`config.mk`:
```
export PLATFORM = sky130hd
export DESIGN_NAME = mvps_top2
export DESIGN_NICKNAME = d
export VERILOG_FILES = /design/src/rtl/mvps_top2.sv
export SDC_FILE = /design/constraint.sdc
export NUM_CORES = 2
export LEC_CHECK = 0
export BUFFER_PORTS_ARGS = -buffer_cell sky130_fd_sc_hd__buf_4
export CAP_MARGIN = 15
export CELL_PAD_IN_SITES_DETAIL_PLACEMENT = 1
export CELL_PAD_IN_SITES_GLOBAL_PLACEMENT = 1
export CORE_UTILIZATION = 53
export DETAILED_ROUTE_END_ITERATION = 8
export GPL_ROUTABILITY_DRIVEN = 0
export PLACE_DENSITY = 0.85
export SYNTH_ARGS = -nofsm -noshare
export SYNTH_HDL_FRONTEND = slang
export SYNTH_SLANG_ARGS = --single-unit
```
`constraint.sdc`:
```
create_clock -name clk_i -period 10.9 [get_ports clk_i]
set_input_delay 1.09 -clock clk_i [delete_from_list [all_inputs] [get_ports clk_i]]
set_output_delay 1.09 -clock clk_i [all_outputs]
set_load 0.05 [all_outputs]
```
`src/rtl/mvps_top2.sv`:
```
`timescale 1ns / 1ps
// Registered tree that finds the strongest and second strongest field.
module mvps_top2 #(
  parameter int N  = 12,
  parameter int FW = 30,
  parameter int IW = 4
) (
  input  logic          clk_i,
  input  logic          en_i,
  input  logic [FW-1:0] field_i [N],
  output logic [FW-1:0] c1_o,
  output logic [FW-1:0] c2_o,
  output logic [IW-1:0] best_o
);

  localparam int Leaves = 2 ** $clog2(N);
  localparam int Inner  = Leaves - 1;
  localparam int Nodes  = 2 * Leaves - 1;

  logic [FW-1:0] n1 [Nodes];
  logic [FW-1:0] n2 [Nodes];
  logic [IW-1:0] ni [Nodes];
  logic [FW-1:0] c1_q [Inner];
  logic [FW-1:0] c2_q [Inner];
  logic [IW-1:0] bi_q [Inner];

  for (genvar n = 0; n < Inner; n++) begin : g_inner
    assign n1[n] = c1_q[n];
    assign n2[n] = c2_q[n];
    assign ni[n] = bi_q[n];
  end

  for (genvar j = 0; j < Leaves; j++) begin : g_leaf
    if (j < N) begin : g_real
      assign n1[Inner+j] = field_i[j];
    end else begin : g_pad
      assign n1[Inner+j] = '0;
    end
    assign n2[Inner+j] = '0;
    assign ni[Inner+j] = IW'(j);
  end

  always_ff @(posedge clk_i) begin
    if (en_i) begin
      for (int n = 0; n < Inner; n++) begin
        if (n1[2*n+2] > n1[2*n+1]) begin
          c1_q[n] <= n1[2*n+2];
          bi_q[n] <= ni[2*n+2];
          c2_q[n] <= (n1[2*n+1] > n2[2*n+2]) ? n1[2*n+1] : n2[2*n+2];
        end else begin
          c1_q[n] <= n1[2*n+1];
          bi_q[n] <= ni[2*n+1];
          c2_q[n] <= (n2[2*n+1] > n1[2*n+2]) ? n2[2*n+1] : n1[2*n+2];
        end
      end
    end
  end

  assign c1_o   = c1_q[0];
  assign c2_o   = c2_q[0];
  assign best_o = bi_q[0];

endmodule

```
* After elaboration in Yosys (flattened, before gate mapping)
Memory sizes are Yosys's and may differ from the RTL's.
Index checks and enable logic that the tools add are counted.
** Operators by class
- Order comparisons :: 39
- Mux-type cells :: 145
- Bitwise logic cells :: 39
** Operators with widths (count)
- 30-bit 2-to-1 mux :: 52
- 30-bit > comparator :: 27
- 1-bit by 30-bit > comparator with 1-bit output, first input constant :: 6
- 30-bit by 1-bit > comparator with 1-bit output, second input constant :: 6
- 1-bit 2-to-1 mux :: 80
- 4-bit 2-to-1 mux :: 13
- 1-bit OR :: 39
** Storage, ports and cells
- Flip-flop bits (word level) :: 0
- RAM bits :: 960
- Logic and storage cells :: 226
- Memories kept :: 3
** Memories
- c1_q :: depth 15, bits a word 30, rd ports 15, clocked after Yosys merged registers in 0, wr ports 15, RTL line 23 : logic [FW-1:0] c1_q [Inner];
- c2_q :: depth 15, bits a word 30, rd ports 15, clocked after Yosys merged registers in 0, wr ports 15, RTL line 24 : logic [FW-1:0] c2_q [Inner];
- bi_q :: depth 15, bits a word 4, rd ports 15, clocked after Yosys merged registers in 0, wr ports 15, RTL line 25 : logic [IW-1:0] bi_q [Inner];

* Logic depth before layout (Yosys ltp)
An unclocked memory read counts as a cell.
- Depth in word-level cells :: 6
- Gate-level depth with buffers :: 11
- Depth with buffers taken out :: 10

* Worst setup path before layout
No wires, ideal clock.
- Path type :: input to register
- Start point :: in en_i
- End point :: mem bi_q[0][0] (enable)
- Data arrival time :: 3.712 ns
- Slack :: 6.744 ns
- Stages :: 4
- Buffers on the path :: 4
- Cell sequence :: clkbuf_1 -> clkbuf_1 -> clkbuf_1 -> clkbuf_1
** RTL lines
- start, declared :: RTL line 9 : input logic en_i,
- end, declared :: RTL line 25

==> results.json <==
{
  "root_buffer": "clkbuf_16",
  "multi_input_area_um2": 30400,
  "grt_pass1_vias": 50357,
  "critPathArrivalTime_ps": 5030,
  "ys_ff_latch": 743,
  "antenna_found_initial": 15,
  "power.leakage_nw": 27.4,
  "avgSynthCellArea_um2": 9.93,
  "cp-end-kind": "flop",
  "seqPwrFrac_pct": 39.8,
  "cts_tree": "built",
  "synth_nets": 6766,
  "routed_via_density": 6.93,
  "setup_viol": 0,
  "synth_flop_cell": "edfxtp_1",
  "fin_crit_ps": 4650,
  "drive_above_1_share_pct": 12.4,
  "post-cts-setup-buffers": 0,
  "tns_ps": 0,
  "drv_cap": 0,
  "crit_start": "en_i",
  "synth_area_um2": 57300,
  "dp.final_hpwl_um": 155000,
  "wl_um": 210000,
  "cts_num_sinks": 743,
  "die_height_um": 331,
  "grt_pass1_wl_um": 310000,
  "vias": 50979,
  "vdd_drop_max_v": 0.000111,
  "synth_edf_count": 742,
  "async_reset_ff_share_pct": 0,
  "ctsHtreeMaxLevel": 3,
  "dieArea_um2": 109000,
  "path_class": "input port to flop",
  "clockPowerShare_pct": 29.1,
  "syn-instance-count": 5774,
  "track_usage_pct": 37.1,
  "n_fill_cell": 11613,
  "numPortBuffers": 425,
  "core_um2": 107000,
  "cts_buffers": 90,
  "yosysWarnings": 0,
  "route.detailed.drc": 0,
  "slew_headroom_pct": 17.8,
  "die_w_um": 331,
  "r2r-start": "c2_q[1][148]$_DFFE_PP_",
  "ys_seq_area_share_pct": 38.9,
  "drtIter0Drc": 6432,
  "seqCellArea_um2": 22300,
  "grt_max_degree": 199,
  "p_int_mw": 6.72,
  "wire_per_inst_um": 28.5,
  "cts_resized": 0,
  "power_switching_mw": 3.85,
  "clock_skew_ps": 36.3,
  "r2r_setup_slack_ps": 6430,
  "cts_max_path_buffers": 3,
  "fin_crit_sh_pct": 42.6,
  "timing.fmax_ghz": 0.215,
  "holdWs_ps": 479,
  "drtPass1Iterations": 5,
  "worstMarginPinSlew_ps": 1230,
  "switching_share_pct": 36.4,
  "crit_fanout": 198,
  "cp.required_ps": 11280,
  "insertion_delay_ps": 690,
  "dpl.cell_count": 7173,
  "clk_pin_slew_ps": 70,
  "synth_cell_types": 68,
  "io_pins": 426,
  "initial_core_util_pct": 53.5,
  "min_path_type": "flop to flop",
  "areaGrowthSynthToFinish_pct": 11.0,
  "instances_no_fill": 7353,
  "hold_buffers": 0,
  "power_density_nw_per_um2": 166,
  "rsz0062_at_grt": "no",
  "finalMaxSlewViolations": 0,
  "ant_nets": 0,
  "rr_worst_depth": 10,
  "combPwrFrac_pct": 31.2,
  "hold_violations": 0,
  "num_rows": 120,
  "outcome": "finished clean",
  "r2r_end": "c2_q[0][169]$_DFFE_PP_",
  "nNetsFinal": 6858,
  "gr-total-overflow": 0,
  "cp-endpoint": "c1_q[1][69]$_DFFE_PP_",
  "crit_path_start_kind": "input port"
}
-- cell type report --
| cell class | count | area share, % |
|---|---|---|
| Clock inverter | 57 | 0.791 |
| Sequential cell | 743 | 35.1 |
| Tap cell | 1403 | 2.76 |
| Inverter | 678 | 4.00 |
| Clock buffer | 109 | 3.75 |
| Multi-Input combinational cell | 3872 | 47.8 |
| Timing Repair Buffer | 481 | 5.82 |
| Antenna cell | 10 | 0.0393 |
-- worst min path at each step --
stage	start	endpoint	slack, ps	depth (start not counted)
4_1_cts	bi_q[1][0]$_SDFFE_PP0P_	bi_q[1][0]$_SDFFE_PP0P_	480	2
3_5_place_dp	bi_q[1][0]$_SDFFE_PP0P_	bi_q[1][0]$_SDFFE_PP0P_	470	2
6_report	bi_q[1][0]$_SDFFE_PP0P_	bi_q[1][0]$_SDFFE_PP0P_	480	2
2_1_floorplan	bi_q[1][0]$_SDFFE_PP0P_	bi_q[1][0]$_SDFFE_PP0P_	430	2
5_1_grt	bi_q[1][0]$_SDFFE_PP0P_	bi_q[1][0]$_SDFFE_PP0P_	500	2
3_3_place_gp	bi_q[1][0]$_SDFFE_PP0P_	bi_q[1][0]$_SDFFE_PP0P_	440	2
-- placed cells by master, fill, tap and decap left out, drive strengths merged, types with 8 or more instances in the layout --
cell	count
edfxtp	742
inv	682
ha	630
mux2i	481
buf	481
nand2	388
nand3	347
a31oi	333
o311ai	301
a21oi	190
o21ai	166
a21o	161
o22ai	156
o2bb2ai	150
nand4	117
clkbuf	109
mux2	99
and2	48
nor2	39
clkinv	39
and3	33
a2111oi	31
and4	29
nor2b	26
a221oi	26
nor3	24
diode	10
o221ai	10
nor4	10
a211oi	10
bufinv	8
or3	8
-- worst max-delay path, stage by stage --
cell	delay [ps]
buf_8	560
buf_4	690
buf_12	650
buf_4	870
nand2_1	210
o311ai_0	570
-- sequential cells by signal, summed over array words and instances, names as in the netlist --
signal  cells
c1_q      360
bi_q       23
c2_q      360
-- metrics by stage --
stage / util, % / cell area [um^2] / worst slack (ps) / total power, mW
6_report: 59.3 / 63600 / 6250 / 10.6
5_1_grt: 59.3 / 63600 / 6020 / 10.9
4_1_cts: 59.2 / 63500 / 6420 / 10.4
3_5_place_dp: 56.6 / 60600 / 5720 / 7.37
3_3_place_gp: 56.6 / 60600 / 5950 / 7.13
2_1_floorplan: - / 57300 / 6740 / 6.09
-- synth_stat cells, types with 4 or more instances --
cell / count / area (um^2)
nor2_1: 39 / 146
a211oi_1: 9 / 67.6
nor2b_1: 25 / 156
a21o_1: 161 / 1210
inv_1: 676 / 2540
a221oi_1: 25 / 219
mux2i_1: 481 / 4810
buf_2: 25 / 125
mux2_1: 5 / 56.3
and2_1: 44 / 275
edfxtp_1: 742 / 22300
buf_4: 79 / 593
ha_1: 630 / 7880
or4b_1: 5 / 50.1
o22ai_1: 156 / 976
o311ai_0: 300 / 2630
or2_2: 4 / 25.0
nand2b_1: 7 / 43.8
nand3_1: 347 / 1740
a21oi_1: 190 / 951
or3_1: 7 / 43.8
a31oi_1: 333 / 2080
and2_0: 4 / 25.0
nand4_1: 115 / 719
nor3_1: 24 / 120
mux2_2: 94 / 1060
a2111oi_0: 31 / 272
a221o_1: 7 / 70.1
nand2_1: 388 / 1460
o221ai_1: 10 / 87.6
o2bb2ai_1: 150 / 1310
o211ai_1: 7 / 52.6
clkbuf_1: 331 / 1240
buf_1: 38 / 143
and4_1: 29 / 254
nor4_1: 10 / 62.6
and3_1: 33 / 206
o21ai_0: 163 / 816
-- logic make-up (layout without fill, tap and decap cells) --
group / count (synthesis) / in the layout / share of synthesized area, %
buffers and inverters: 1159 / 1325 / 8.30
DFF: 743 / 743 / 38.9
AOI/OAI and AO/OA: 1567 / 1567 / 19.1
other: 0 / 10 / 0
and+or+nand+nor: 1095 / 1095 / 9.54
muxes: 580 / 580 / 10.3
adders and majority gates: 630 / 630 / 13.8
-- layer usage --
metal,GRT usage (%),wire length (um)
met2,58.4,95000
met1,50.1,84600
met3,7.20,20400
met5,0,64
met4,15.0,9400
-- power groups by stage --
stage | Combinational, mW | Clock (mW) | Sequential (mW)
detailed placement | 3.16 | 0 | 4.21
floorplan | 2.19 | 0 | 3.91
global placement | 2.94 | 0 | 4.19
finish | 3.29 | 3.07 | 4.20
CTS | 3.21 | 3.06 | 4.17
global route | 3.52 | 3.15 | 4.20
Note: power is estimated with default switching activity, not from simulation.
