### src/rtl/mvps_div.sv
`timescale 1ns / 1ps
// Pipelined restoring divider, one quotient bit per register stage.
module mvps_div #(
  parameter int NW = 46,
  parameter int DW = 34,
  parameter int QW = 30
) (
  input  logic          clk_i,
  input  logic          en_i,
  input  logic [NW-1:0] num_i,
  input  logic [DW-1:0] den_i,
  output logic [QW-1:0] quot_o
);

  logic [DW-1:0] rem_q [QW];
  logic [DW-1:0] den_q [QW];
  logic [QW-1:0] lq_q  [QW];

  for (genvar k = 0; k < QW; k++) begin : g_stage
    logic [DW-1:0] rem_in;
    logic [DW-1:0] den_in;
    logic [QW-1:0] lq_in;
    logic [DW:0]   t;
    logic          ge;
    if (k == 0) begin : g_first
      assign rem_in = DW'(num_i >> QW);
      assign den_in = den_i;
      assign lq_in  = num_i[QW-1:0];
    end else begin : g_next
      assign rem_in = rem_q[k-1];
      assign den_in = den_q[k-1];
      assign lq_in  = lq_q[k-1];
    end
    assign t  = {rem_in, lq_in[QW-1]};
    assign ge = (t >= {1'b0, den_in});
    always_ff @(posedge clk_i) begin
      if (en_i) begin
        rem_q[k] <= ge ? DW'(t - {1'b0, den_in}) : DW'(t);
        den_q[k] <= den_in;
        lq_q[k]  <= {lq_in[QW-2:0], ge};
      end
    end
  end

  assign quot_o = lq_q[QW-1];

endmodule

### config.mk
export PLATFORM = sky130hd
export DESIGN_NAME = mvps_div
export DESIGN_NICKNAME = d
export VERILOG_FILES = /design/src/rtl/mvps_div.sv
export SDC_FILE = /design/constraint.sdc
export NUM_CORES = 2
export LEC_CHECK = 0
export BUFFER_PORTS_ARGS = -buffer_cell sky130_fd_sc_hd__buf_2
export CORE_MARGIN = 2
export CORE_UTILIZATION = 46
export CTS_CLUSTER_DIAMETER = 120
export DETAILED_ROUTE_END_ITERATION = 8
export GPL_TIMING_DRIVEN = 0
export PLACE_DENSITY = 0.7
export SLEW_MARGIN = 20
export SYNTH_ARGS = -nofsm -noshare
export SYNTH_HDL_FRONTEND = slang
export SYNTH_SLANG_ARGS = --single-unit
### constraint.sdc
create_clock -name clk_i -period 7.88 [get_ports clk_i]
set_input_delay 0.394 -clock clk_i [delete_from_list [all_inputs] [get_ports clk_i]]
set_output_delay 0.394 -clock clk_i [all_outputs]
set_load 0.01 [all_outputs]
# Word level (Yosys, flattened, before mapping)
# Memory sizes are Yosys's and may differ from the RTL's.
# Cells that the tools add are included.
[op_classes] n_addsub=30 order_cmp=30 mux=32
[ops] operator="34-bit 2-to-1 mux" n=30
[ops] operator="35-bit by 34-bit greater-or-equal comparator with 1-bit output" n=29
[ops] operator="34-bit subtractor" n=29
[ops] operator="17-bit by 34-bit greater-or-equal comparator with 1-bit output" n=1
[ops] operator="17-bit by 34-bit subtractor with 34-bit output" n=1
[ops] operator="1-bit 2-to-1 mux" n=2
[word_totals] wordCells=95 mem_bits_rw=2940 memories=3 reg_bits=0 inputBits=82 out_inout_bits=30
[mem_list] memory="den_q" depth=30 width=34 rd=29 rd_clocked_by_memory_dff=0 write_ports=30 line_no="16" text="logic [DW-1:0] den_q [QW];"
[mem_list] memory="rem_q" depth=30 width=34 rd=29 rd_clocked_by_memory_dff=0 write_ports=30 line_no="15" text="logic [DW-1:0] rem_q [QW];"
[mem_list] memory="lq_q" depth=30 width=30 rd=30 rd_clocked_by_memory_dff=0 write_ports=30 line_no="17" text="logic [QW-1:0] lq_q [QW];"

# Depth between registers and ports, before layout
# An unclocked memory read counts as a cell.
[depth] ltp_word=3 depth_mapped=16 mapped_depth_nobuf=15

# Least setup slack after synthesis
# No wires, ideal clock.
[synth_timing] path_kind="register to register" start="memory lq_q[6][29]" end="memory rem_q[7][32], data pin" n_path_buf=0 path_slack_ns=4.341 t_arrival_ns=3.277 t_required_ns=7.618 period_less_slack_ns=3.539 path_stages_with_launch=16 setup_ns=0.262 path_cell_list="edfxtp_1 > inv_1 > ha_1 > inv_1 > fa_1 > a211oi_1 > o21ai_1 > a2111oi_2 > nor3_1 > a2111oi_4 > a311oi_1 > nor2_2 > o21ai_1 > a211oi_2 > xnor2_1 > mux2_1"
[synth_lines] item="from (decl)" line_no="17"
[synth_lines] item="to (decl)" line_no="15"

==> tab_implementation.tex <==
\begin{tabular}{lr}
\hline
Metric & Value \\
\hline
\multicolumn{2}{l}{\textbf{Power and ir drop}} \\
\quad Static leakage power & 66.8 nW \\
\quad Power density over cell area & 408 nW/um\^{}2 \\
\quad Peak supply drop & 305 uV \\
\multicolumn{2}{l}{\textbf{Final layout}} \\
\quad Total Nets Final & 14263 \\
\quad Finished layout cell area & 167000 sq um \\
\quad Share of final-layout standard cells stronger than drive strength 1 & 7.92\% \\
\quad Synthesis-to-finish area growth & 11.9\% \\
\multicolumn{2}{l}{\textbf{Die}} \\
\quad Boundary pin count & 112 \\
\quad Die extent in x & 573 um \\
\quad Core area & 323000 sq um \\
\quad Standard-cell rows & 209 \\
\quad Full die area & 329000 sq um \\
\quad Starting density of the core & 46.1\% \\
\quad Die H & 573 um \\
\multicolumn{2}{l}{\textbf{Detailed routing}} \\
\quad Drt drc & 0 \\
\quad Remaining antenna violation count & 0 \\
\quad Vias per std cell & 5.46 \\
\quad Post-Route WL & 337000 um \\
\quad Routed vias & 96928 \\
\quad Number of search-and-repair iterations in the first detailed-routing pass & 6 \\
\quad Per-cell routed wire length & 19.0 um \\
\quad Starting DRT DRC Count & 8197 \\
\multicolumn{2}{l}{\textbf{Synthesis}} \\
\quad Distinct cell type count after synthesis & 96 \\
\quad Most used flip-flop cell after synthesis & sky130\_fd\_sc\_hd\_\_edfxtp\_1 \\
\quad Synthesized net count & 13730 \\
\quad Synth Register Bits & 2872 \\
\quad Post-synth EDFFs & 2872 \\
\quad Leading area contributor after synthesis & sky130\_fd\_sc\_hd\_\_edfxtp\_1 \\
\quad Part of the Yosys area used for sequential elements & 57.8\% \\
\quad Syn. warnings & 0 \\
\quad Area of the mapped netlist & 149000 sq um \\
\quad Synthesized area divided by synthesized cell count & 11.8 sq um \\
\quad Synth top area cells & sky130\_fd\_sc\_hd\_\_edfxtp\_1, sky130\_fd\_sc\_hd\_\_ha\_1, sky130\_fd\_sc\_hd\_\_a21oi\_1 \\
\quad Fraction of post-synthesis cell area in the top cell type by area & 57.8\% \\
\quad Gate Count Post-Synth & 12616 \\
\quad Fraction of registers with async set/reset & 0\% \\
\multicolumn{2}{l}{\textbf{Worst setup path}} \\
\quad Worst Setup End Kind & flop \\
\quad Worst setup path category & flop to flop \\
\quad Most used cell, CP & sky130\_fd\_sc\_hd\_\_o21ai\_0 \\
\quad Startpoint types & flop \\
\quad Slowest cell delay on critical path & 0.85 ns \\
\quad R2R setup slack & 2.98 ns \\
\quad Critical Path, Cell by Cell & inv\_1 -> ha\_1 -> inv\_1 -> fa\_1 -> a211oi\_1 -> o21ai\_0 -> a2111oi\_0 -> nor2\_1 -> a211oi\_1 -> a311oi\_1 -> nor2\_1 -> o21a\_1 -> o21ai\_0 -> xnor2\_1 -> o21ai\_0 \\
\quad CP arrival & 5.58 ns \\
\quad Data required time of the critical path & 8.56 ns \\
\quad Crit-path slowest cell & sky130\_fd\_sc\_hd\_\_a2111oi\_0 \\
\quad Peak fanout along the critical path & 4 \\
\multicolumn{2}{l}{\textbf{Timing}} \\
\quad Summed negative setup slack over all endpoints & 0 ns \\
\quad Fin. max-slew vios & 0 \\
\quad Setup violations, final & 0 \\
\quad Worst rel slew slack & 26.0\% \\
\quad Fraction of the cycle the final worst path needs & 62.2\% \\
\quad Peak Freq & 0.204 GHz \\
\quad Fin Clk Skew & 0.0553 ns \\
\quad Hold violation count in the final report & 0 \\
\quad Shortest period the worst path allows & 4.90 ns \\
\quad RSZ-0062 raised after global routing & false \\
\quad Transition time at the pin with the least slew margin & 1.10 ns \\
\multicolumn{2}{l}{\textbf{Place}} \\
\quad Number of port buffers & 111 \\
\quad Cell area reported after detailed placement & 156000 sq um \\
\quad Sum of net half-perimeters after detailed placement & 251000 um \\
\quad Final RePlAce weighted congestion & 0.942 \\
\multicolumn{2}{l}{\textbf{Global routing}} \\
\quad Initial antenna violation count & 10 \\
\quad Grt met2 use & 34.7\% \\
\quad Met3 GRT Util & 2.17\% \\
\quad Vias in the first global route & 93028 \\
\quad Overall fraction of global-route tracks in use & 19.9\% \\
\quad GRT Max-Usage Layer & met2 \\
\quad First-pass GRT wire length & 521000 um \\
\quad Grt met1 use & 25.7\% \\
\quad Sum of overflow across all layers after global routing & 0 \\
\quad Pin count of the biggest net entering global routing & 152 \\
\multicolumn{2}{l}{\textbf{Worst hold path}} \\
\quad Class of the tightest hold or removal check & primary input to flop \\
\multicolumn{2}{l}{\textbf{Flow run}} \\
\quad Number of maximum-capacitance constraint violations & 0 \\
\multicolumn{2}{l}{\textbf{Clock network}} \\
\quad Number of gates resized after cts & 0 \\
\quad Buffer levels on the longest clock path & 4 \\
\quad Clock root buffer & sky130\_fd\_sc\_hd\_\_clkbuf\_16 \\
\quad Clock transition at the registers of the reported paths & 0.05 ns \\
\quad Later-pin clock latency in the skew report & 0.93 ns \\
\quad Clock Sink Count & 2872 \\
\quad Number of CTS-inserted buffers & 317 \\
\quad CTS HTree Levels & 5 \\
\quad CTS tree & yes \\
\multicolumn{2}{l}{\textbf{Run status}} \\
\quad Result of the run & finished clean \\
\hline
\end{tabular}
==> kinds of logic after synthesis <==
family,Yosys count,synth area share [%]
simple gates,2605,8.14
compound gates,3386,13.9
xor+xnor,850,4.99
fa+ha+maj,1032,8.80
mux,307,2.30
flops,2872,57.8
buf+inv,1564,4.04
==> what timing repair did <==
action,in CTS,in global routing
hold endpoints to repair,89,0
setup buffers,0,0
hold buffers,80,0
==> layout by cell type, fill, tap and decap left out, types with 102 or more instances in the layout <==
cell,instances
sky130_fd_sc_hd__a21o_1,530
sky130_fd_sc_hd__a21oi_1,1212
sky130_fd_sc_hd__a31oi_1,102
sky130_fd_sc_hd__buf_2,185
sky130_fd_sc_hd__clkbuf_1,244
sky130_fd_sc_hd__clkbuf_16,323
sky130_fd_sc_hd__edfxtp_1,2872
sky130_fd_sc_hd__ha_1,1003
sky130_fd_sc_hd__inv_1,1273
sky130_fd_sc_hd__mux2_2,283
sky130_fd_sc_hd__nand2_1,811
sky130_fd_sc_hd__nand2b_1,122
sky130_fd_sc_hd__nand3_1,180
sky130_fd_sc_hd__nand4_1,164
sky130_fd_sc_hd__nor2_1,782
sky130_fd_sc_hd__nor2b_1,138
sky130_fd_sc_hd__o21ai_0,792
sky130_fd_sc_hd__o21bai_1,142
sky130_fd_sc_hd__xnor2_1,496
sky130_fd_sc_hd__xor2_1,354
==> path summary, 6_finish.rpt <==
check / startpoint / endpoint / cells past startpoint
hold / removal: en_i / lq_q[0][22]$_DFFE_PP_ / 2
setup reg to reg: lq_q[5][29]$_DFFE_PP_ / rem_q[6][32]$_DFFE_PP_ / 15
hold reg to reg: lq_q[6][4]$_DFFE_PP_ / lq_q[7][5]$_DFFE_PP_ / 0
setup / recovery: lq_q[5][29]$_DFFE_PP_ / rem_q[6][32]$_DFFE_PP_ / 15
==> cell usage after synthesis (17+ instances only) <==
library cell / count
sky130_fd_sc_hd__edfxtp_1: 2872
sky130_fd_sc_hd__a31o_2: 26
sky130_fd_sc_hd__buf_2: 75
sky130_fd_sc_hd__xnor2_1: 496
sky130_fd_sc_hd__a211oi_1: 63
sky130_fd_sc_hd__ha_1: 1003
sky130_fd_sc_hd__nor3b_1: 20
sky130_fd_sc_hd__nor3_1: 87
sky130_fd_sc_hd__fa_1: 29
sky130_fd_sc_hd__o21ai_0: 792
sky130_fd_sc_hd__o31a_1: 18
sky130_fd_sc_hd__a41oi_1: 23
sky130_fd_sc_hd__and3_1: 100
sky130_fd_sc_hd__a21oi_1: 1212
sky130_fd_sc_hd__nand4_1: 164
sky130_fd_sc_hd__mux2i_1: 19
sky130_fd_sc_hd__nor2_1: 782
sky130_fd_sc_hd__mux2_2: 283
sky130_fd_sc_hd__o21bai_1: 142
sky130_fd_sc_hd__nand2b_1: 122
sky130_fd_sc_hd__o21a_1: 82
sky130_fd_sc_hd__nor2b_1: 138
sky130_fd_sc_hd__or3_1: 43
sky130_fd_sc_hd__inv_1: 1273
sky130_fd_sc_hd__nand3_1: 180
sky130_fd_sc_hd__o211ai_1: 44
sky130_fd_sc_hd__a221oi_1: 25
sky130_fd_sc_hd__nand2_1: 811
sky130_fd_sc_hd__a21o_1: 530
sky130_fd_sc_hd__o31ai_1: 43
sky130_fd_sc_hd__o21ai_1: 40
sky130_fd_sc_hd__nor4_1: 39
sky130_fd_sc_hd__a2111oi_0: 28
sky130_fd_sc_hd__and2_1: 37
sky130_fd_sc_hd__a31oi_1: 103
sky130_fd_sc_hd__a311oi_1: 17
sky130_fd_sc_hd__or2_2: 21
sky130_fd_sc_hd__xor2_1: 354
sky130_fd_sc_hd__clkbuf_1: 191
sky130_fd_sc_hd__a211o_1: 25
sky130_fd_sc_hd__and4_1: 17
==> layer usage <==
| layer | up-vias | wire (um) | share of wire, % |
|---|---|---|---|
| li1 | 47436 | - | - |
| met1 | 46441 | 143000 | 42 |
| met2 | 2394 | 165000 | 49 |
| met3 | 657 | 16100 | 4.8 |
| met4 | 0 | 12600 | 3.7 |
| met5 | - | 0 | 0 |
==> per-stage QoR <==
stage / cells / util [%] / power (mW) / hold WS, ns / worst slack, ns
after floorplan: 12616 / - / 45.2 / 0.400 / 4.34
after global placement: 17052 / 48.0 / 54.4 / 0.400 / -39.96
after detailed placement: 17075 / 48.2 / 53.3 / 0.405 / 2.31
after CTS: 17728 / 51.6 / 68.3 / 0.0865 / 3.12
after global routing: 17733 / 51.6 / 72.6 / 0.140 / 2.78
final: 17740 / 51.6 / 68.1 / 0.166 / 2.98
==> state kept, by name, indices dropped and copies added (netlist names) <==
signal	count
lq_q	900
rem_q	986
den_q	986
==> report_power, final <==
part / leakage (nW) / total (mW) / switching, mW / internal (mW)
clock: 4.95 / 14.6 / 6.12 / 8.50
sequential: 28.0 / 24.3 / 2.28 / 22.0
combinational: 33.8 / 29.2 / 17.1 / 12.1
==> area by class of cell <==
type / instances / area (sq um)
clock buffers: 376 / 8280
clock inverters: 197 / 1940
fillers: 27849 / 157000
inverters: 1274 / 4780
flip-flops and latches: 2872 / 86200
well taps: 4325 / 5410
repair buffers: 214 / 2000
plain buffers: 290 / 1240
diodes: 12 / 30.0
multi-input cells: 8180 / 56900
==> worst max-delay path, delay by kind of cell (launching register included) <==
kind	cells	cell delay, ns
AND/OR/NAND/NOR	2	0.47
buffers and inverters	2	0.23
XOR/XNOR	1	0.13
flip-flops	1	0.46
AO/OA/AOI/OAI	8	2.79
adder cells (fa/ha/maj)	2	0.62
Note: power is estimated with default switching activity, not from simulation.
