### config.mk
export PLATFORM = sky130hd
export DESIGN_NAME = mvps_delay
export DESIGN_NICKNAME = d
export VERILOG_FILES = /design/src/rtl/mvps_delay.sv
export SDC_FILE = /design/constraint.sdc
export NUM_CORES = 1
export LEC_CHECK = 0
export BUFFER_PORTS_ARGS = -buffer_cell sky130_fd_sc_hd__clkbuf_2
export CAP_MARGIN = 20
export CORE_MARGIN = 1
export CORE_UTILIZATION = 48
export DETAILED_ROUTE_END_ITERATION = 6
export PLACE_DENSITY_LB_ADDON = 0.15
export RECOVER_POWER = 25
export SLEW_MARGIN = 0
export SYNTH_ARGS = -nofsm -noshare
export SYNTH_HDL_FRONTEND = slang
export SYNTH_SLANG_ARGS = --single-unit
export TNS_END_PERCENT = 50
### constraint.sdc
create_clock -name clk_i -period 1.6 [get_ports clk_i]
set_input_delay 0.32 -clock clk_i [delete_from_list [all_inputs] [get_ports clk_i]]
set_output_delay 0.32 -clock clk_i [all_outputs]
set_load 0.005 [all_outputs]
### src/rtl/mvps_delay.sv
`timescale 1ns / 1ps
// Enabled shift line that carries side information along the pipeline.
module mvps_delay #(
  parameter int W = 8,
  parameter int N = 4
) (
  input  logic         clk_i,
  input  logic         rst_ni,
  input  logic         en_i,
  input  logic [W-1:0] d_i,
  output logic [W-1:0] q_o
);

  logic [W-1:0] line_q [N];

  always_ff @(posedge clk_i or negedge rst_ni) begin
    if (!rst_ni) begin
      for (int i = 0; i < N; i++) line_q[i] <= '0;
    end else if (en_i) begin
      line_q[0] <= d_i;
      for (int i = 1; i < N; i++) line_q[i] <= line_q[i-1];
    end
  end

  assign q_o = line_q[N-1];

endmodule

---- Word level (Yosys, flattened, before mapping) ----
Index checks and enable logic that the tools add are counted.
storage, ports and cells
  register bits after elaboration ......... 32
  input port bits ......................... 11
  output and inout bits ................... 8

---- Logic depth before layout (Yosys ltp) ----
Gate-level depths: netlist of the first run.
  depth after elaboration ................. 0
  mapped depth ............................ 3
  depth with buffers taken out ............ 1

---- Worst setup path after synthesis of the first run ----
OpenSTA, ideal clock, no wires.
  kind .................................... input-to-reg
  start ................................... in en_i
  end ..................................... reg line_q[10] (netlist name)
  setup time .............................. 0.125 ns
  arrival time ............................ 0.862 ns
  required time ........................... 1.475 ns
  path slack .............................. 0.613 ns
  cell stages on the path ................. 3
  buffers on the path ..................... 2
  cell sequence ........................... buf_6 -> buf_12 -> mux2_4
RTL lines
  what                line  RTL
  start: declaration  9     input logic en_i,
  end: declaration    14    logic [W-1:0] line_q [N];
No word-level cell between the ends.

---- Worst setup path after layout of the first run ----
  start ................................... reg line_q (netlist bit q_o[0])
  end ..................................... out q_o[0]
RTL lines
  what              line  RTL
  end: declaration  11    output logic [W-1:0] q_o
No word-level cell between the ends.

==> results of run 1 <==
[worst paths after layout]
check | from | to | slack, ns
max | q_o[0] | q_o[0] | 0.44
min | d_i[1] | line_q[25] | 0.21
max reg2reg | line_q[19] | line_q[11] | 0.79
min reg2reg | line_q[30] | line_q[30] | 0.49
max in group asynchronous | rst_ni | line_q[24] | 0.78
min in group asynchronous | rst_ni | line_q[20] | 0.52
[sequential cells by signal (all words and copies together), names as in the netlist]
name	flops
line_q	24
q_o	8
[power by group through the flow]
stage | Combinational, mW | Clock (mW) | Sequential (mW)
after global routing | 0.304 | 0.741 | 1.04
after detailed placement | 0.332 | 0 | 1.04
after CTS | 0.335 | 0.700 | 1.03
final | 0.274 | 0.672 | 1.02
after global placement | 0.328 | 0 | 1.04
after floorplan | 0.325 | 0 | 1.02
[per-stage QoR]
stage / hold WS [ns] / util (%) / area (um^2) / setup slack (ns) / cells
floorplan: 0.0244 / - / 1410 / 0.613 / 76
finish: 0.210 / 53.3 / 1470 / 0.445 / 125
detailed placement: 0.361 / 51.7 / 1430 / 0.408 / 116
global placement: 0.361 / 51.7 / 1430 / 0.415 / 116
global route: 0.186 / 53.3 / 1470 / 0.383 / 125
CTS: 0.206 / 55.5 / 1530 / 0.428 / 125
[cells by family (layout without fill, tap and decap cells)]
group    count (synthesis)  count (layout)  share of synthesized area (%)
flops                   32              32                           57.0
mux                     32              32                           33.7
buf+inv                 12              30                           9.35
[cell usage after synthesis]
library cell               n  area, um^2
sky130_fd_sc_hd__dfrtp_1  32         801
sky130_fd_sc_hd__buf_4     8        60.1
sky130_fd_sc_hd__buf_12    3        60.1
sky130_fd_sc_hd__mux2_4   30         450
sky130_fd_sc_hd__mux2_2    2        22.5
sky130_fd_sc_hd__buf_6     1        11.3
[per-layer routing]
metal / vias up / routed length (um) / global-route usage (%)
met2: 15 / 685 / 17.2
li1: 285 / - / -
met3: 6 / 92 / 6.05
met5: - / 0 / 0
met1: 292 / 844 / 19.0
met4: 0 / 51 / 7.32
[layout make-up]
| type | instances | area share, % |
|---|---|---|
| sequential | 32 | 54.5 |
| multi-input combinational | 32 | 28.4 |
| timing repair buffer | 22 | 8.01 |
| clock buffer | 7 | 4.43 |
| tap | 31 | 2.64 |
| clock inverter | 1 | 2.04 |
==> metrics.txt, run 1 <==
# TYPE chip_impl_metric gauge
chip_impl_metric{name="clk_transition_reported_paths",unit="ns"} 0.09
chip_impl_info{name="run_status",value="complete, no violations"} 1
chip_impl_metric{name="switching_power",unit="mW"} 0.419
chip_impl_metric{name="numCtsBuffers",unit=""} 5
chip_impl_metric{name="worstSkewPairLatency",unit="ns"} 0.32
chip_impl_metric{name="fp.dieArea",unit="um^2"} 3150
chip_impl_metric{name="port_buffers",unit=""} 18
chip_impl_info{name="min-delay-path-class",value="input pin to flop"} 1
chip_impl_metric{name="fin_setup_tns",unit="ns"} 0
chip_impl_metric{name="cts.path.max_buffers",unit=""} 2
chip_impl_metric{name="gp_routability_congestion",unit=""} 0.611
chip_impl_metric{name="finalPower",unit="mW"} 1.96
chip_impl_metric{name="detail_route.first_pass.iterations",unit=""} 4
chip_impl_metric{name="max_slew.worst_pin.slew",unit="ns"} 0.513
chip_impl_metric{name="grt_first_pass_wirelength",unit="mm"} 3.17
chip_impl_metric{name="grt_max_degree",unit=""} 33
chip_impl_metric{name="dr_total_vias",unit=""} 598
chip_impl_metric{name="drv_slew",unit=""} 0
chip_impl_metric{name="postSynthNetCount",unit=""} 87
chip_impl_metric{name="drive_above_1_share",unit="%"} 48.9
chip_impl_metric{name="fp.dieH",unit="um"} 56.1
chip_impl_metric{name="cts_setup_buffers",unit=""} 0
chip_impl_metric{name="max-slew-margin-rel",unit="%"} 65.8
chip_impl_info{name="slowest_stage",value="sky130_fd_sc_hd__dfrtp_1"} 1
chip_impl_metric{name="drc_errors",unit=""} 0
chip_impl_metric{name="post_synthesis_average_cell_area",unit="um^2"} 18.5
chip_impl_metric{name="final.min_clock_period",unit="ns"} 1.16
chip_impl_metric{name="io_pins",unit=""} 19
chip_impl_info{name="critical_path.startpoint_type",value="flop"} 1
chip_impl_metric{name="seqCellArea",unit="um^2"} 801
chip_impl_metric{name="initial_utilization",unit="%"} 51.0
chip_impl_metric{name="comb_power_share",unit="%"} 14.0
chip_impl_metric{name="post_cts.resized_instances",unit=""} 0
chip_impl_metric{name="wl",unit="mm"} 1.67
chip_impl_metric{name="cts-hold-fix-buffers",unit=""} 1
chip_impl_metric{name="netlist_area",unit="um^2"} 1410
chip_impl_metric{name="first_global_vias",unit=""} 657
chip_impl_info{name="worst-setup-path-type",value="flop to output pin"} 1
chip_impl_metric{name="timing.hold.worst_path_depth",unit=""} 2
chip_impl_metric{name="multi_input_comb_area",unit="um^2"} 417
chip_impl_metric{name="switching_share",unit="%"} 21.4
chip_impl_metric{name="timing_hold_violations_final",unit=""} 0
chip_impl_metric{name="htree_levels",unit=""} 2
chip_impl_metric{name="ys_ff_latch",unit=""} 32
chip_impl_metric{name="report.final.setup_viol",unit=""} 0
chip_impl_info{name="most_frequent_cells_in_the_layout",value="sky130_fd_sc_hd__dfrtp_1 (32), sky130_fd_sc_hd__clkbuf_2 (20), sky130_fd_sc_hd__mux2_1 (15), sky130_fd_sc_hd__mux2_4 (15), sky130_fd_sc_hd__clkbuf_4 (5)"} 1
chip_impl_metric{name="clock_power_share",unit="%"} 34.2
chip_impl_metric{name="p_seq_share",unit="%"} 51.8
chip_impl_metric{name="grt_util_all_layers",unit="%"} 13.5
chip_impl_metric{name="numClockSinks",unit=""} 32
chip_impl_metric{name="detailed_place_hpwl",unit="mm"} 1.06
chip_impl_metric{name="layout.nets",unit=""} 104
chip_impl_info{name="end_kind",value="output pin"} 1
chip_impl_metric{name="placementRows",unit=""} 19
chip_impl_metric{name="timing.critical_path.depth",unit=""} 1
chip_impl_metric{name="timing.fmax",unit="MHz"} 866
chip_impl_metric{name="post_synth_inst_count",unit=""} 76
chip_impl_metric{name="die-width",unit="um"} 56.1
chip_impl_metric{name="drt-vias-per-instance",unit=""} 4.78
chip_impl_metric{name="irDropWorstVdd",unit="uV"} 814
chip_impl_metric{name="crit_required",unit="ns"} 1.28
chip_impl_metric{name="synthDistinctLibCells",unit=""} 6
chip_impl_metric{name="n_antenna_cell",unit=""} 0
chip_impl_metric{name="antenna_violations_before_repair",unit=""} 0
chip_impl_metric{name="power_report.internal_total",unit="mW"} 1.54
chip_impl_metric{name="delay_contributed_by_the_slowest_stage_of_the_critical_path",unit="ns"} 0.40
chip_impl_info{name="setup_repair_after_global_routing_missed_its_margin",value="false"} 1
chip_impl_metric{name="drv.max_cap_violation_count",unit=""} 0
chip_impl_info{name="crit_path_cell_trace",value="clkbuf_2"} 1
chip_impl_metric{name="critical_path_buf_inv_count",unit=""} 1
chip_impl_metric{name="power.density_cell_area",unit="nW/um^2"} 1340
chip_impl_metric{name="fin_skew",unit="ns"} 0.00784
chip_impl_info{name="layout_commonest_cell",value="sky130_fd_sc_hd__dfrtp_1"} 1
chip_impl_metric{name="design.core.area",unit="um^2"} 2760
chip_impl_info{name="cts-root-buf",value="sky130_fd_sc_hd__clkbuf_4"} 1
chip_impl_metric{name="fill_cells",unit=""} 242
chip_impl_metric{name="worst-endpoint-arrival",unit="ns"} 0.84
chip_impl_metric{name="syn2layout_area_growth",unit="%"} 4.54
chip_impl_info{name="worst_path_dominant_cell_family",value="flip-flops"} 1
chip_impl_metric{name="max_fo_critical_path",unit=""} 2
chip_impl_info{name="cts_tree",value="yes"} 1
chip_impl_metric{name="detail_route.iter0.violations",unit=""} 10
chip_impl_metric{name="total_leakage_power",unit="nW"} 0.712
chip_impl_metric{name="drtAntennaViolNets",unit=""} 0
chip_impl_metric{name="wl_per_cell",unit="um"} 13.4
chip_impl_metric{name="post-route-period-util",unit="%"} 72.2
chip_impl_metric{name="synth_seq_area_share",unit="%"} 57.0
chip_impl_metric{name="ys.warnings.count",unit=""} 0
chip_impl_metric{name="timing.reg2reg.worst_path_depth",unit=""} 1
chip_impl_metric{name="grt-ovfl-total",unit=""} 0
Note: power is estimated with default switching activity, not from simulation.
==> run 2, diff against run 1 <==
- ABC_AREA: not set -> 1
- clock period: 1.6 -> 0.95 ns (I/O delays scaled with it)
==> metrics.txt, run 2 <==
# TYPE chip_impl_metric gauge
chip_impl_metric{name="drv.max_cap_violation_count",unit=""} 0
chip_impl_metric{name="ys_ff_latch",unit=""} 32
chip_impl_info{name="min-delay-path-class",value="input pin to flop"} 1
chip_impl_metric{name="timing_hold_violations_final",unit=""} 0
chip_impl_metric{name="max_slew.worst_pin.slew",unit="ns"} 0.424
chip_impl_metric{name="total_leakage_power",unit="nW"} 0.861
chip_impl_metric{name="instances_no_fill",unit=""} 197
chip_impl_metric{name="timing.reg2reg.worst_path_depth",unit=""} 4
chip_impl_metric{name="final_util",unit="%"} 57.7
chip_impl_metric{name="synth_seq_area_share",unit="%"} 59.1
chip_impl_info{name="crit_path_cell_trace",value="clkbuf_2"} 1
chip_impl_metric{name="synthDistinctLibCells",unit=""} 8
chip_impl_metric{name="largest_reg_flops",unit=""} 24
chip_impl_metric{name="dpl.cell_count",unit=""} 180
chip_impl_metric{name="n_antenna_cell",unit=""} 0
chip_impl_metric{name="synth-edff-count",unit=""} 0
chip_impl_metric{name="irDropWorstVdd",unit="uV"} 1410
chip_impl_metric{name="placementRows",unit=""} 18
chip_impl_metric{name="post-route-period-util",unit="%"} 106
chip_impl_metric{name="dr_total_vias",unit=""} 870
chip_impl_metric{name="syn2layout_area_growth",unit="%"} 9.33
chip_impl_metric{name="worst-endpoint-arrival",unit="ns"} 0.82
chip_impl_metric{name="wl_per_cell",unit="um"} 9.50
chip_impl_metric{name="initial_utilization",unit="%"} 52.8
chip_impl_metric{name="delay_contributed_by_the_slowest_stage_of_the_critical_path",unit="ns"} 0.39
chip_impl_metric{name="detail_route.iter0.violations",unit=""} 18
chip_impl_info{name="failed_checks",value="setup timing"} 1
chip_impl_metric{name="grt-ovfl-total",unit=""} 0
chip_impl_info{name="synth_flop_cell",value="sky130_fd_sc_hd__dfrtp_1"} 1
chip_impl_info{name="most_flops_register",value="line_q"} 1
chip_impl_metric{name="cts.path.max_buffers",unit=""} 2
chip_impl_metric{name="grt_util_all_layers",unit="%"} 16.3
chip_impl_metric{name="fin_setup_tns",unit="ns"} -0.420
chip_impl_info{name="netlist.top_cell.by_area",value="sky130_fd_sc_hd__dfrtp_1"} 1
chip_impl_metric{name="netlist_area",unit="um^2"} 1360
chip_impl_info{name="run_status",value="finished, violations left"} 1
chip_impl_metric{name="final_area",unit="um^2"} 1480
chip_impl_metric{name="drv_slew",unit=""} 0
chip_impl_metric{name="final.min_clock_period",unit="ns"} 1.01
chip_impl_metric{name="design.core.area",unit="um^2"} 2570
chip_impl_metric{name="synthArstFlopShare",unit="%"} 100
chip_impl_metric{name="drt-vias-per-instance",unit=""} 4.42
chip_impl_metric{name="timing.critical_path.depth",unit=""} 1
chip_impl_metric{name="postSynthNetCount",unit=""} 155
chip_impl_info{name="post_synth_main_area_contributors",value="sky130_fd_sc_hd__dfrtp_1 (59%), sky130_fd_sc_hd__nand2_1 (24%), sky130_fd_sc_hd__nand2_2 (5.1%)"} 1
chip_impl_metric{name="post-route-worst-setup-slack",unit="ns"} -0.0585
chip_impl_info{name="setup_repair_after_global_routing_missed_its_margin",value="true"} 1
chip_impl_metric{name="synth-compound-area-share",unit="%"} 0
chip_impl_info{name="combinational_family_with_the_most_area_after_synthesis",value="simple AND/OR/NAND/NOR gates"} 1
chip_impl_metric{name="clk_transition_reported_paths",unit="ns"} 0.10
chip_impl_metric{name="antenna_violations_before_repair",unit=""} 0
chip_impl_metric{name="detail_route.first_pass.iterations",unit=""} 4
chip_impl_info{name="most_frequent_cells_in_the_layout",value="sky130_fd_sc_hd__nand2_1 (85), sky130_fd_sc_hd__dfrtp_1 (32), sky130_fd_sc_hd__clkbuf_2 (18), sky130_fd_sc_hd__nand2_2 (11), sky130_fd_sc_hd__buf_4 (10)"} 1
chip_impl_metric{name="detailed_place_hpwl",unit="mm"} 1.10
chip_impl_metric{name="fin_skew",unit="ns"} 0.00464
chip_impl_metric{name="power.density_cell_area",unit="nW/um^2"} 1870
chip_impl_metric{name="grt_first_pass_wirelength",unit="mm"} 3.26
chip_impl_metric{name="numClockSinks",unit=""} 32
chip_impl_metric{name="seqCellArea",unit="um^2"} 801
chip_impl_metric{name="max-slew-margin-rel",unit="%"} 71.7
chip_impl_metric{name="gp_routability_congestion",unit=""} 0.667
chip_impl_metric{name="synth_xor_area_share",unit="%"} 0
chip_impl_info{name="worst-setup-path-type",value="flop to output pin"} 1
chip_impl_info{name="post-synth-top-count-cell",value="sky130_fd_sc_hd__nand2_1"} 1
chip_impl_info{name="synth_common_cells",value="sky130_fd_sc_hd__nand2_1 (85), sky130_fd_sc_hd__dfrtp_1 (32), sky130_fd_sc_hd__nand2_2 (11), sky130_fd_sc_hd__buf_4 (8)"} 1
chip_impl_metric{name="numCtsBuffers",unit=""} 5
chip_impl_info{name="end_kind",value="output pin"} 1
chip_impl_metric{name="timing.hold.worst_path_depth",unit=""} 3
chip_impl_metric{name="first_global_vias",unit=""} 785
chip_impl_metric{name="multi_input_comb_area",unit="um^2"} 388
chip_impl_metric{name="report.final.setup_viol",unit=""} 8
chip_impl_metric{name="post_synthesis_average_cell_area",unit="um^2"} 9.41
chip_impl_metric{name="port_buffers",unit=""} 18
chip_impl_metric{name="fp.dieArea",unit="um^2"} 3040
chip_impl_info{name="cts_tree",value="yes"} 1
chip_impl_metric{name="max_fo_critical_path",unit=""} 2
chip_impl_metric{name="ys.warnings.count",unit=""} 0
chip_impl_metric{name="worstSkewPairLatency",unit="ns"} 0.32
chip_impl_metric{name="synth_simple_gate_area_share",unit="%"} 28.6
chip_impl_metric{name="critical_path_buf_inv_count",unit=""} 1
chip_impl_metric{name="fill_cells",unit=""} 254
chip_impl_metric{name="grt_max_degree",unit=""} 33
chip_impl_metric{name="fp.dieH",unit="um"} 55.1
chip_impl_metric{name="synth.mux.area_fraction",unit="%"} 0
chip_impl_metric{name="post_cts.resized_instances",unit=""} 0
chip_impl_metric{name="wl",unit="mm"} 1.87
chip_impl_info{name="worst_path_dominant_cell_family",value="flip-flops"} 1
chip_impl_metric{name="drtAntennaViolNets",unit=""} 0
chip_impl_info{name="layout_commonest_cell",value="sky130_fd_sc_hd__nand2_1"} 1
chip_impl_metric{name="io_pins",unit=""} 19
chip_impl_metric{name="timing.fmax",unit="MHz"} 992
chip_impl_metric{name="layout.nets",unit=""} 177
chip_impl_metric{name="die-width",unit="um"} 55.1
chip_impl_metric{name="placement.cell_area",unit="um^2"} 1360
chip_impl_info{name="slowest_stage",value="sky130_fd_sc_hd__dfrtp_1"} 1
chip_impl_info{name="cts-root-buf",value="sky130_fd_sc_hd__clkbuf_4"} 1
chip_impl_metric{name="drc_errors",unit=""} 0
chip_impl_metric{name="htree_levels",unit=""} 2
chip_impl_metric{name="synth_top_area_share",unit="%"} 59.1
chip_impl_metric{name="crit_required",unit="ns"} 0.76
chip_impl_metric{name="drive_above_1_share",unit="%"} 29.3
chip_impl_info{name="critical_path.startpoint_type",value="flop"} 1
chip_impl_metric{name="synth-adder-area-share",unit="%"} 0
chip_impl_metric{name="post_synth_inst_count",unit=""} 144
==> run 2: cell count changes after synthesis, sizes merged <==
cell / change
nand2: +96
inv: +1
clkbuf: +3
mux2: -32
==> run 2: where the power goes <==
part	switching (mW)	internal, mW	leakage, nW
clock	0.439	0.352	0.0380
sequential	0.0818	1.52	0.403
combinational	0.190	0.186	0.420
==> run 2: final timing paths <==
kind                            startpoint         end  slack, ns
worst max register to register      q_o[0]      q_o[0]       0.13
max in group asynchronous           rst_ni  line_q[22]       0.20
worst min register to register  line_q[15]  line_q[15]       0.48
worst max-delay path                q_o[1]      q_o[1]      -0.06
min in group asynchronous           rst_ni      q_o[7]       0.45
worst min-delay path                d_i[1]  line_q[25]       0.07
==> run 2: layout make-up <==
cell class / count / area share [%]
multi-input combinational: 96 / 26.2
sequential: 32 / 54.1
tap: 30 / 2.53
inverter: 1 / 0.760
clock buffer: 6 / 3.46
clock inverter: 2 / 0.676
timing repair buffer: 30 / 12.3
==> run 2: kinds of logic after synthesis <==
family | count (synthesis)
flops | 32
buf+inv | 16
simple gates | 96
==> run 2: metrics by stage <==
step           hold slack (ns)  worst slack (ns)  total power [mW]
3_5_place_dp             0.161             0.120              1.95
4_1_cts                 0.0523           -0.0745              2.80
2_1_floorplan           -0.106             0.268              1.90
5_1_grt                 0.0740            -0.137              2.95
6_report                0.0655           -0.0585              2.77
3_3_place_gp             0.158             0.143              1.93
==> run 2: metal layers <==
metal	wire [um]	vias to the layer above	GRT usage [%]
met5	0	-	0
met4	49	0	11.3
met1	955	378	19.7
met3	101	7	5.74
li1	-	464	-
met2	765	21	24.1
==> run 2: what timing repair did <==
| item | CTS | global route |
|---|---|---|
| hold endpoints to repair | 32 | 0 |
| gates cloned | 0 | 0 |
| hold buffers | 1 | 0 |
| buffers inserted | 7 | 1 |
| setup endpoints to repair | 8 | 8 |
==> run 2: worst reg2reg max path, stage by stage, from the launching register on <==
cell and delay, ns:
sky130_fd_sc_hd__dfrtp_1 0.39, sky130_fd_sc_hd__buf_4 0.13, sky130_fd_sc_hd__buf_4 0.12, sky130_fd_sc_hd__nand2_1 0.05
sky130_fd_sc_hd__nand2_1 0.04
